File: config.mk
export PLATFORM = sky130hd
export DESIGN_NAME = uart_ring_buffer_controller
export DESIGN_NICKNAME = d
export VERILOG_FILES = /design/src/urbc_pkg.sv /design/src/urbc_ring.sv /design/src/uart_ring_buffer_controller.sv
export SDC_FILE = /design/constraint.sdc
export NUM_CORES = 2
export LEC_CHECK = 0
export BUFFER_PORTS_ARGS = -buffer_cell sky130_fd_sc_hd__buf_2
export CORE_MARGIN = 2
export CORE_UTILIZATION = 55
export CTS_CLUSTER_DIAMETER = 100
export DETAILED_ROUTE_END_ITERATION = 10
export PLACE_DENSITY_LB_ADDON = 0.12
export SYNTH_ARGS = -nofsm -noshare
export SYNTH_HDL_FRONTEND = slang
export SYNTH_HIERARCHICAL = 1
export SYNTH_SLANG_ARGS = --single-unit
File: constraint.sdc
create_clock -name i_clk -period 5.5 [get_ports i_clk]
set_clock_uncertainty 0.2 [all_clocks]
set_input_delay 0.825 -clock i_clk [delete_from_list [all_inputs] [get_ports i_clk]]
set_output_delay 0.825 -clock i_clk [all_outputs]
set_load 0.01 [all_outputs]
File: src/urbc_pkg.sv
// ----------------------------------------------------------------------------
// urbc_pkg : shared types and codes for the UART ring buffer controller
// Mode codes, configuration register indexes and the ring status struct.
// ----------------------------------------------------------------------------
package urbc_pkg;

    localparam int unsigned MODE_W    = 3;
    localparam int unsigned CFG_IDX_W = 8;
    localparam int unsigned BYTE_W    = 8;
    localparam int unsigned ERR_W     = 16;

    typedef enum logic [MODE_W-1:0] {
        MODE_LINE   = 3'd0,
        MODE_PUT    = 3'd1,
        MODE_GET    = 3'd2,
        MODE_FINISH = 3'd3,
        MODE_FLUSH  = 3'd4
    } t_mode;

    localparam logic [CFG_IDX_W-1:0] CFG_RX_NOTIFY_EN = 8'd0;
    localparam logic [CFG_IDX_W-1:0] CFG_TX_NOTIFY_EN = 8'd1;

    // Ring status seen by the controller
    typedef struct packed {
        logic full;   // one slot left free: next write position hits read position
        logic empty;
    } t_ring_stat;

endpackage

File: src/urbc_ring.sv
// ----------------------------------------------------------------------------
// urbc_ring : byte ring queue with one slot kept free
// Write and read pointers, a byte memory with registered read data, flush.
// ----------------------------------------------------------------------------
module urbc_ring #(
    parameter int unsigned DEPTH = 256
) (
    input  logic                              i_clk,
    input  logic                              i_rst_n,
    input  logic                              i_push,
    input  logic [urbc_pkg::BYTE_W-1:0]       i_push_data,
    input  logic                              i_pop,
    input  logic                              i_flush,
    output urbc_pkg::t_ring_stat              o_stat,
    output logic [((DEPTH > 1) ? $clog2(DEPTH) : 1)-1:0] o_fill,
    output logic [urbc_pkg::BYTE_W-1:0]       o_rd_data
);

    localparam int unsigned PW = (DEPTH > 1) ? $clog2(DEPTH) : 1;
    localparam logic [PW-1:0] LAST = PW'(DEPTH - 1);

    logic [urbc_pkg::BYTE_W-1:0] r_mem [DEPTH];
    logic [PW-1:0] r_wp, r_rp;
    logic [PW-1:0] n_wp, n_rp;
    logic [PW:0]   diff;

    function automatic logic [PW-1:0] step(input logic [PW-1:0] p);
        return (p == LAST) ? '0 : p + PW'(1);
    endfunction

    assign n_wp = step(r_wp);
    assign n_rp = step(r_rp);

    assign o_stat.full  = (n_wp == r_rp);
    assign o_stat.empty = (r_wp == r_rp);

    // fill = (wp - rp) mod DEPTH
    always_comb begin
        diff = {1'b0, r_wp} - {1'b0, r_rp};
        if (r_wp < r_rp) begin
            diff = diff + (PW+1)'(DEPTH);
        end
    end
    assign o_fill = diff[PW-1:0];

    always_ff @(posedge i_clk) begin
        if (!i_rst_n) begin
            r_wp <= '0;
            r_rp <= '0;
        end else if (i_flush) begin
            r_wp <= '0;
            r_rp <= '0;
        end else begin
            if (i_push) begin
                r_wp <= n_wp;
            end
            if (i_pop) begin
                r_rp <= n_rp;
            end
        end
    end

    always_ff @(posedge i_clk) begin
        if (i_push) begin
            r_mem[r_wp] <= i_push_data;
        end
        if (i_pop) begin
            o_rd_data <= r_mem[r_rp];
        end
    end

endmodule

File: src/uart_ring_buffer_controller.sv
// ----------------------------------------------------------------------------
// uart_ring_buffer_controller : UART line to software ring queue controller
// Transmit and receive rings, line status event handling, software access.
// ----------------------------------------------------------------------------
// Use:
//   Input channel (i_in_valid / o_in_ready) carries one request word: a line
//   status event or a software put, get, finish or flush, chosen by i_mode.
//   Output channel (o_out_valid / i_out_ready) returns exactly one result
//   word per request. Configuration channel (i_cfg_valid / o_cfg_ready) sets
//   the two notification enables; it is always ready. The user must write it
//   only while no request is in flight; the block itself does not enforce it.
//   Writing the receive enable clears the pending receive notification mark.
// Timing:
//   A request accepted at a clock edge has its result in the output register
//   in the next cycle. Throughput is one request per cycle while the output
//   is not stalled, set by the single ring memory access and pointer update
//   per request. The rings hold DEPTH-1 bytes each.
// Reset:
//   Pointers, flags, error count and enables clear; the ring memories are
//   not cleared, bytes are only read once written.
// Stall:
//   While a result waits on a low i_out_ready, o_in_ready drops and the
//   result, counters and fill levels hold.
// ----------------------------------------------------------------------------
module uart_ring_buffer_controller #(
    parameter int unsigned TX_DEPTH = 256,
    parameter int unsigned RX_DEPTH = 256
) (
    input  logic                                 i_clk,
    input  logic                                 i_rst_n,
    // configuration write channel
    input  logic                                 i_cfg_valid,
    output logic                                 o_cfg_ready,
    input  logic [urbc_pkg::CFG_IDX_W-1:0]       i_cfg_index,
    input  logic                                 i_cfg_data,
    // request channel
    input  logic                                 i_in_valid,
    output logic                                 o_in_ready,
    input  logic [urbc_pkg::MODE_W-1:0]          i_mode,
    input  logic                                 i_rx_ready,
    input  logic                                 i_rx_bad,
    input  logic                                 i_line_overrun,
    input  logic                                 i_tx_slot_free,
    input  logic                                 i_tx_finished,
    input  logic [urbc_pkg::BYTE_W-1:0]          i_line_byte,
    input  logic [urbc_pkg::BYTE_W-1:0]          i_user_byte,
    // result channel
    output logic                                 o_out_valid,
    input  logic                                 i_out_ready,
    output logic                                 o_send_valid,
    output logic [urbc_pkg::BYTE_W-1:0]          o_send_byte,
    output logic                                 o_rx_notify,
    output logic                                 o_tx_notify,
    output logic                                 o_put_accepted,
    output logic                                 o_get_valid,
    output logic [urbc_pkg::BYTE_W-1:0]          o_get_byte,
    output logic                                 o_rx_still_pending,
    output logic [urbc_pkg::ERR_W-1:0]           o_error_total,
    output logic [urbc_pkg::BYTE_W-1:0]          o_rx_fill,
    output logic                                 o_tx_idle
);

    localparam int unsigned TX_PW = (TX_DEPTH > 1) ? $clog2(TX_DEPTH) : 1;
    localparam int unsigned RX_PW = (RX_DEPTH > 1) ? $clog2(RX_DEPTH) : 1;

    // control state
    logic r_send_enable, n_send_enable;
    logic r_complete_armed, n_complete_armed;
    logic r_tx_busy, n_tx_busy;
    logic r_notify_pending, n_notify_pending;
    logic [urbc_pkg::ERR_W-1:0] r_err, n_err;
    logic r_rx_en, r_tx_en;

    // result register
    logic r_out_valid;
    logic r_send_valid, n_send_valid;
    logic r_rx_notify, n_rx_notify;
    logic r_tx_notify, n_tx_notify;
    logic r_put_acc, n_put_acc;
    logic r_get_valid, n_get_valid;
    logic r_still, n_still;

    // ring control
    logic tx_push, tx_pop, rx_push, rx_pop, flush;
    urbc_pkg::t_ring_stat tx_stat, rx_stat;
    logic [TX_PW-1:0] tx_fill;
    logic [RX_PW-1:0] rx_fill;
    logic [urbc_pkg::BYTE_W-1:0] tx_rd_data, rx_rd_data;

    logic in_fire;
    logic err_rx;
    logic send_try;

    assign o_cfg_ready = 1'b1;
    assign o_in_ready  = !r_out_valid || i_out_ready;
    assign in_fire     = i_in_valid && o_in_ready;

    urbc_ring #(.DEPTH(TX_DEPTH)) u_tx_ring (
        .i_clk       (i_clk),
        .i_rst_n     (i_rst_n),
        .i_push      (tx_push),
        .i_push_data (i_user_byte),
        .i_pop       (tx_pop),
        .i_flush     (flush),
        .o_stat      (tx_stat),
        .o_fill      (tx_fill),
        .o_rd_data   (tx_rd_data)
    );

    urbc_ring #(.DEPTH(RX_DEPTH)) u_rx_ring (
        .i_clk       (i_clk),
        .i_rst_n     (i_rst_n),
        .i_push      (rx_push),
        .i_push_data (i_line_byte),
        .i_pop       (rx_pop),
        .i_flush     (flush),
        .o_stat      (rx_stat),
        .o_fill      (rx_fill),
        .o_rd_data   (rx_rd_data)
    );

    // Request decode: everything works off the state before the request,
    // so completion sees the armed flag as it was before the event.
    always_comb begin
        n_send_enable    = r_send_enable;
        n_complete_armed = r_complete_armed;
        n_tx_busy        = r_tx_busy;
        n_notify_pending = r_notify_pending;
        n_err            = r_err;
        n_send_valid     = 1'b0;
        n_rx_notify      = 1'b0;
        n_tx_notify      = 1'b0;
        n_put_acc        = 1'b0;
        n_get_valid      = 1'b0;
        n_still          = 1'b0;
        tx_push          = 1'b0;
        tx_pop           = 1'b0;
        rx_push          = 1'b0;
        rx_pop           = 1'b0;
        flush            = 1'b0;
        err_rx           = 1'b0;
        send_try         = 1'b0;

        if (in_fire) begin
            case (urbc_pkg::t_mode'(i_mode))
                urbc_pkg::MODE_LINE: begin
                    // received byte: bad or ring full drops it and counts
                    err_rx  = i_rx_ready && (i_rx_bad || rx_stat.full);
                    rx_push = i_rx_ready && !i_rx_bad && !rx_stat.full;
                    if (rx_push && r_rx_en && !r_notify_pending) begin
                        n_notify_pending = 1'b1;
                        n_rx_notify      = 1'b1;
                    end
                    n_err = r_err + urbc_pkg::ERR_W'(err_rx)
                                  + urbc_pkg::ERR_W'(i_line_overrun);
                    // transmit slot
                    send_try = i_tx_slot_free && r_send_enable;
                    if (send_try) begin
                        if (!tx_stat.empty) begin
                            tx_pop       = 1'b1;
                            n_send_valid = 1'b1;
                        end else begin
                            n_send_enable    = 1'b0;
                            n_complete_armed = 1'b1;
                        end
                    end
                    // completion armed before this event
                    if (i_tx_finished && r_complete_armed) begin
                        n_complete_armed = 1'b0;
                        n_tx_busy        = 1'b0;
                        n_tx_notify      = r_tx_en;
                    end
                end
                urbc_pkg::MODE_PUT: begin
                    if (!tx_stat.full) begin
                        tx_push       = 1'b1;
                        n_tx_busy     = 1'b1;
                        n_send_enable = 1'b1;
                        n_put_acc     = 1'b1;
                    end
                end
                urbc_pkg::MODE_GET: begin
                    rx_pop      = !rx_stat.empty;
                    n_get_valid = !rx_stat.empty;
                end
                urbc_pkg::MODE_FINISH: begin
                    n_still = !rx_stat.empty;
                    if (rx_stat.empty) begin
                        n_notify_pending = 1'b0;
                    end
                end
                urbc_pkg::MODE_FLUSH: begin
                    flush            = 1'b1;
                    n_tx_busy        = 1'b0;
                    n_notify_pending = 1'b0;
                end
                default: begin
                    // unused codes: status only
                end
            endcase
        end

        // writing the receive enable drops the pending mark
        if (i_cfg_valid && o_cfg_ready && (i_cfg_index == urbc_pkg::CFG_RX_NOTIFY_EN)) begin
            n_notify_pending = 1'b0;
        end
    end

    always_ff @(posedge i_clk) begin
        if (!i_rst_n) begin
            r_send_enable    <= 1'b0;
            r_complete_armed <= 1'b0;
            r_tx_busy        <= 1'b0;
            r_notify_pending <= 1'b0;
            r_err            <= '0;
            r_rx_en          <= 1'b0;
            r_tx_en          <= 1'b0;
            r_out_valid      <= 1'b0;
        end else begin
            r_send_enable    <= n_send_enable;
            r_complete_armed <= n_complete_armed;
            r_tx_busy        <= n_tx_busy;
            r_err            <= n_err;
            r_notify_pending <= n_notify_pending;
            // config must only arrive while idle; the block does not enforce it
            if (i_cfg_valid && o_cfg_ready) begin
                case (i_cfg_index)
                    urbc_pkg::CFG_RX_NOTIFY_EN: begin
                        r_rx_en <= i_cfg_data;
                    end
                    urbc_pkg::CFG_TX_NOTIFY_EN: begin
                        r_tx_en <= i_cfg_data;
                    end
                    default: begin
                    end
                endcase
            end
            if (in_fire) begin
                r_out_valid <= 1'b1;
            end else if (i_out_ready) begin
                r_out_valid <= 1'b0;
            end
        end
    end

    always_ff @(posedge i_clk) begin
        if (in_fire) begin
            r_send_valid <= n_send_valid;
            r_rx_notify  <= n_rx_notify;
            r_tx_notify  <= n_tx_notify;
            r_put_acc    <= n_put_acc;
            r_get_valid  <= n_get_valid;
            r_still      <= n_still;
        end
    end

    // Status fields read live state: it only moves on an accepted request,
    // which happens only as the previous result leaves or when none is waiting.
    assign o_out_valid        = r_out_valid;
    assign o_send_valid       = r_send_valid;
    assign o_send_byte        = r_send_valid ? tx_rd_data : '0;
    assign o_rx_notify        = r_rx_notify;
    assign o_tx_notify        = r_tx_notify;
    assign o_put_accepted     = r_put_acc;
    assign o_get_valid        = r_get_valid;
    assign o_get_byte         = r_get_valid ? rx_rd_data : '0;
    assign o_rx_still_pending = r_still;
    assign o_error_total      = r_err;
    assign o_rx_fill          = urbc_pkg::BYTE_W'(rx_fill);
    assign o_tx_idle          = (tx_fill == '0) && !r_tx_busy;

`ifndef NO_ASSERTIONS
    // a flush leaves both rings empty
    a_flush_empties: assert property (@(posedge i_clk) disable iff (!i_rst_n)
        (in_fire && i_mode == urbc_pkg::MODE_FLUSH) |=> (rx_stat.empty && tx_stat.empty))
        else $error("rings not empty after flush");

    // receive fill only moves on an accepted request
    a_fill_hold: assert property (@(posedge i_clk) disable iff (!i_rst_n)
        !in_fire |=> $stable(rx_fill))
        else $error("receive fill moved without a request");

    // at most two errors per request
    a_err_step: assert property (@(posedge i_clk) disable iff (!i_rst_n)
        $past(i_rst_n) |-> (urbc_pkg::ERR_W'(r_err - $past(r_err)) <= 16'd2))
        else $error("error count jumped");

    // a sent byte only comes from a line event with sending enabled
    a_send_src: assert property (@(posedge i_clk) disable iff (!i_rst_n)
        tx_pop |-> (r_send_enable && !tx_stat.empty))
        else $error("transmit pop while disabled or empty");
`endif

endmodule
==> metrics.txt <==
status=complete, no violations; Layout area overhead=11.28%; Max Clk Rate=0.1857 GHz; die area=0.3029 mm^2; Crit Path Category=reg -> reg; H-tree Lvls=5; clock network latency to the later pin of the worst-skew pair=~960 ps; antenna-violating nets left=0; ratio of total power to cell area=about 350 mW/mm^2; fraction of the yosys area taken by sequential cells=0.7598; GRT Resource Usage Total=0.2886; GR met1 Demand/Resource=0.4421; standard cell core area=0.2970 mm^2; number of cells in the design after placement=11,870; Peak supply drop=0.0002771 V; routing usage on met3=0.07160; Post-Syn Area per Cell=just over 20 um^2; setup repair after global routing missed its margin=yes; leakage power total=~55 nW; clock tree root buffer cell=clkbuf_16; Std-Cell Rows=200; share of async-settable or async-resettable flops after synthesis=0; actual transition at the worst max-transition pin=~1300 ps; number of synthesis warnings=6; half-perimeter wire length of the detailed placement result=about 260,000 um; max-cap check violation count=0; unique cell type count in the Yosys netlist=between 90 and 100; gpl congestion=0.8578; wire length per cell=34.79 um; Total Routed Length=about 440,000 um; number of flops mapped to enable cells by yosys=4,118; count of state elements after synthesis=around 4,200; TritonCTS clock tree=yes; length of the first detailed-routing pass in iterations=5; Die Y-Extent=550.4 um; nature of the critical path endpoint=flop; non-filler cells in the finished layout=12,637; Via Count=84,815; netlist area before placement=0.1642 mm^2; Starting DRT DRC Count=11,629; required time of the critical path=5860 ps; buffer depth of the longest clock path=4; number of design rule violations left after detail routing=0; main flop type after synthesis=edfxtp_1; most common library cell in the layout ignoring fill and taps=edfxtp_1; GRT busiest layer=met1; final core occ=0.6151; Final Max Tran Viols=0; clock period minus worst slack=between 5000 and 6000 ps; maximum fanout encountered on the critical timing path=16; final net count=8,420; Num Clock Sinks=4,173; final-layout setup total negative slack=0 ps; final period utilization=0.9791; Reg2Reg Depth=15; global-route track usage on met2=0.4210; worst min path class=in -> reg; post-DR vias/cell=6.712; Final Hold Viols=0; final-report setup violation count=0; cts bufs inserted=just over 400; initial cell density of the core=0.5528; first-pass GRT wire length=621,000 um; vias in the first global route=82,404; die width=550.4 um; worst setup slack before clock tree synthesis=307.9 ps; Mapped Cells=8,039; setup ws final=114.9 ps; commonest cells after routing, fill and taps aside=edfxtp_1 (4,118), mux4_2 (865), nor2_1 (633); I/O pin cnt=88; share of layout cells above drive strength 1=0.2190; relative max-transition margin=0.1075; launching element type of the critical path=flop; Port-buffer cells=86; total nets after synthesis=8,105; clock transition at the registers of the reported paths=70 ps; grt ovf=0; largest net degree at the start of global routing=189; antenna violations before repair=17; WHS=a little over 50 ps; data arrival time of the critical path=5750 ps; number of stages on the worst hold path=4
worst paths after layout:
path              slack [ps]                           start                                end
hold reg to reg          280  o_error_total[15]$_SDFFE_PN0P_     o_error_total[15]$_SDFFE_PN0P_
hold / removal            50                  i_cfg_index[0]               r_tx_en$_SDFFE_PN0P_
setup reg to reg         110  u_rx_ring/r_wp[0]$_SDFFE_PP0P_  u_rx_ring/r_mem[168][2]$_DFFE_PP_
setup / recovery         110  u_rx_ring/r_wp[0]$_SDFFE_PP0P_  u_rx_ring/r_mem[168][2]$_DFFE_PP_
per-layer routing:
metal / up-vias / share of wire
li1: 33919 / -
met1: 45030 / 0.41
met2: 5213 / 0.44
met3: 645 / 0.12
met4: 8 / 0.026
met5: - / 0.00062
layout make-up:
type | count | area (um^2)
Antenna cell | 7 | 17.52
Clock buffer | 498 | 10780
Clock inverter | 256 | 2359
Fill cell | 20374 | 114300
Inverter | 33 | 131.4
Multi-Input combinational cell | 3336 | 36060
Sequential cell | 4173 | 124800
Tap cell | 3939 | 4928
Timing Repair Buffer | 395 | 3646
report_power, final:
group	internal (mW)	switching (mW)
Sequential	34.9	0.00885
Clock	15.7	11.9
Combinational	0.0775	0.640
Total	50.7	12.5
cell families after synthesis:
kind of cell,Yosys count,synth area share
and+or+nand+nor,1179,0.03102
muxes,1317,0.1502
buffers and inverters,530,0.02104
adders and majority gates,28,0.002271
AOI/OAI and AO/OA,751,0.03240
xor gates and xnor gates,60,0.003200
DFF,4173,0.7598
other,1,0.00002284
worst max-delay path, cell delays in order (launching register included):
cell and delay [ps]:
dfxtp_1 500, ha_1 260, and3_1 260, nand3_1 160, nor2_1 370, nor2_1 130
xnor2_1 140, nand4_1 100, nor4_1 60, buf_4 150, nor3b_1 260, nor2b_2 540
nand2_1 160, nor2_1 160, nand3b_1 660, nor2_1 860
what timing repair did:
item / CTS / global route
endpoints found under the hold margin: 7 / 0
endpoints found under the setup margin: 0 / 130
resized for setup: 0 / 3
hold buffers: 4 / 0
setup buffers: 0 / 2
cells in the mapped netlist (40+ instances only):
library cell	n	area share
edfxtp_1	4118	0.75
buf_2	152	0.0046
buf_4	60	0.0027
mux2i_1	407	0.025
a221oi_1	53	0.0028
a22oi_1	91	0.0042
dfxtp_1	55	0.0067
clkbuf_1	162	0.0037
nand3_1	75	0.0023
o22ai_1	67	0.0026
mux4_2	865	0.12
nor2_1	640	0.015
mux4_1	40	0.0064
o21ai_0	67	0.0020
buf_6	45	0.0031
nand2_1	265	0.0061
o221ai_1	82	0.0044
a21oi_1	156	0.0048
a211oi_1	56	0.0026
metrics by stage:
stage                     area (um^2)  total power [mW]
after floorplan                164200             35.66
after global placement         169500             36.31
after detailed placement       169500             36.34
after CTS                      182600             63.56
after global routing           182700             64.81
final                          182700             63.20
state kept, by name (all words and copies together), names as in the netlist, 8 cells and up:
name and flops:
u_rx_ring/r_mem 2048, u_tx_ring/r_mem 2048, o_error_total 16, u_rx_ring/o_rd_data 8
u_rx_ring/r_rp 8, u_rx_ring/r_wp 8, u_tx_ring/o_rd_data 8, u_tx_ring/r_rp 8
u_tx_ring/r_wp 8
No activity file was read; power rests on OpenSTA's default activity.
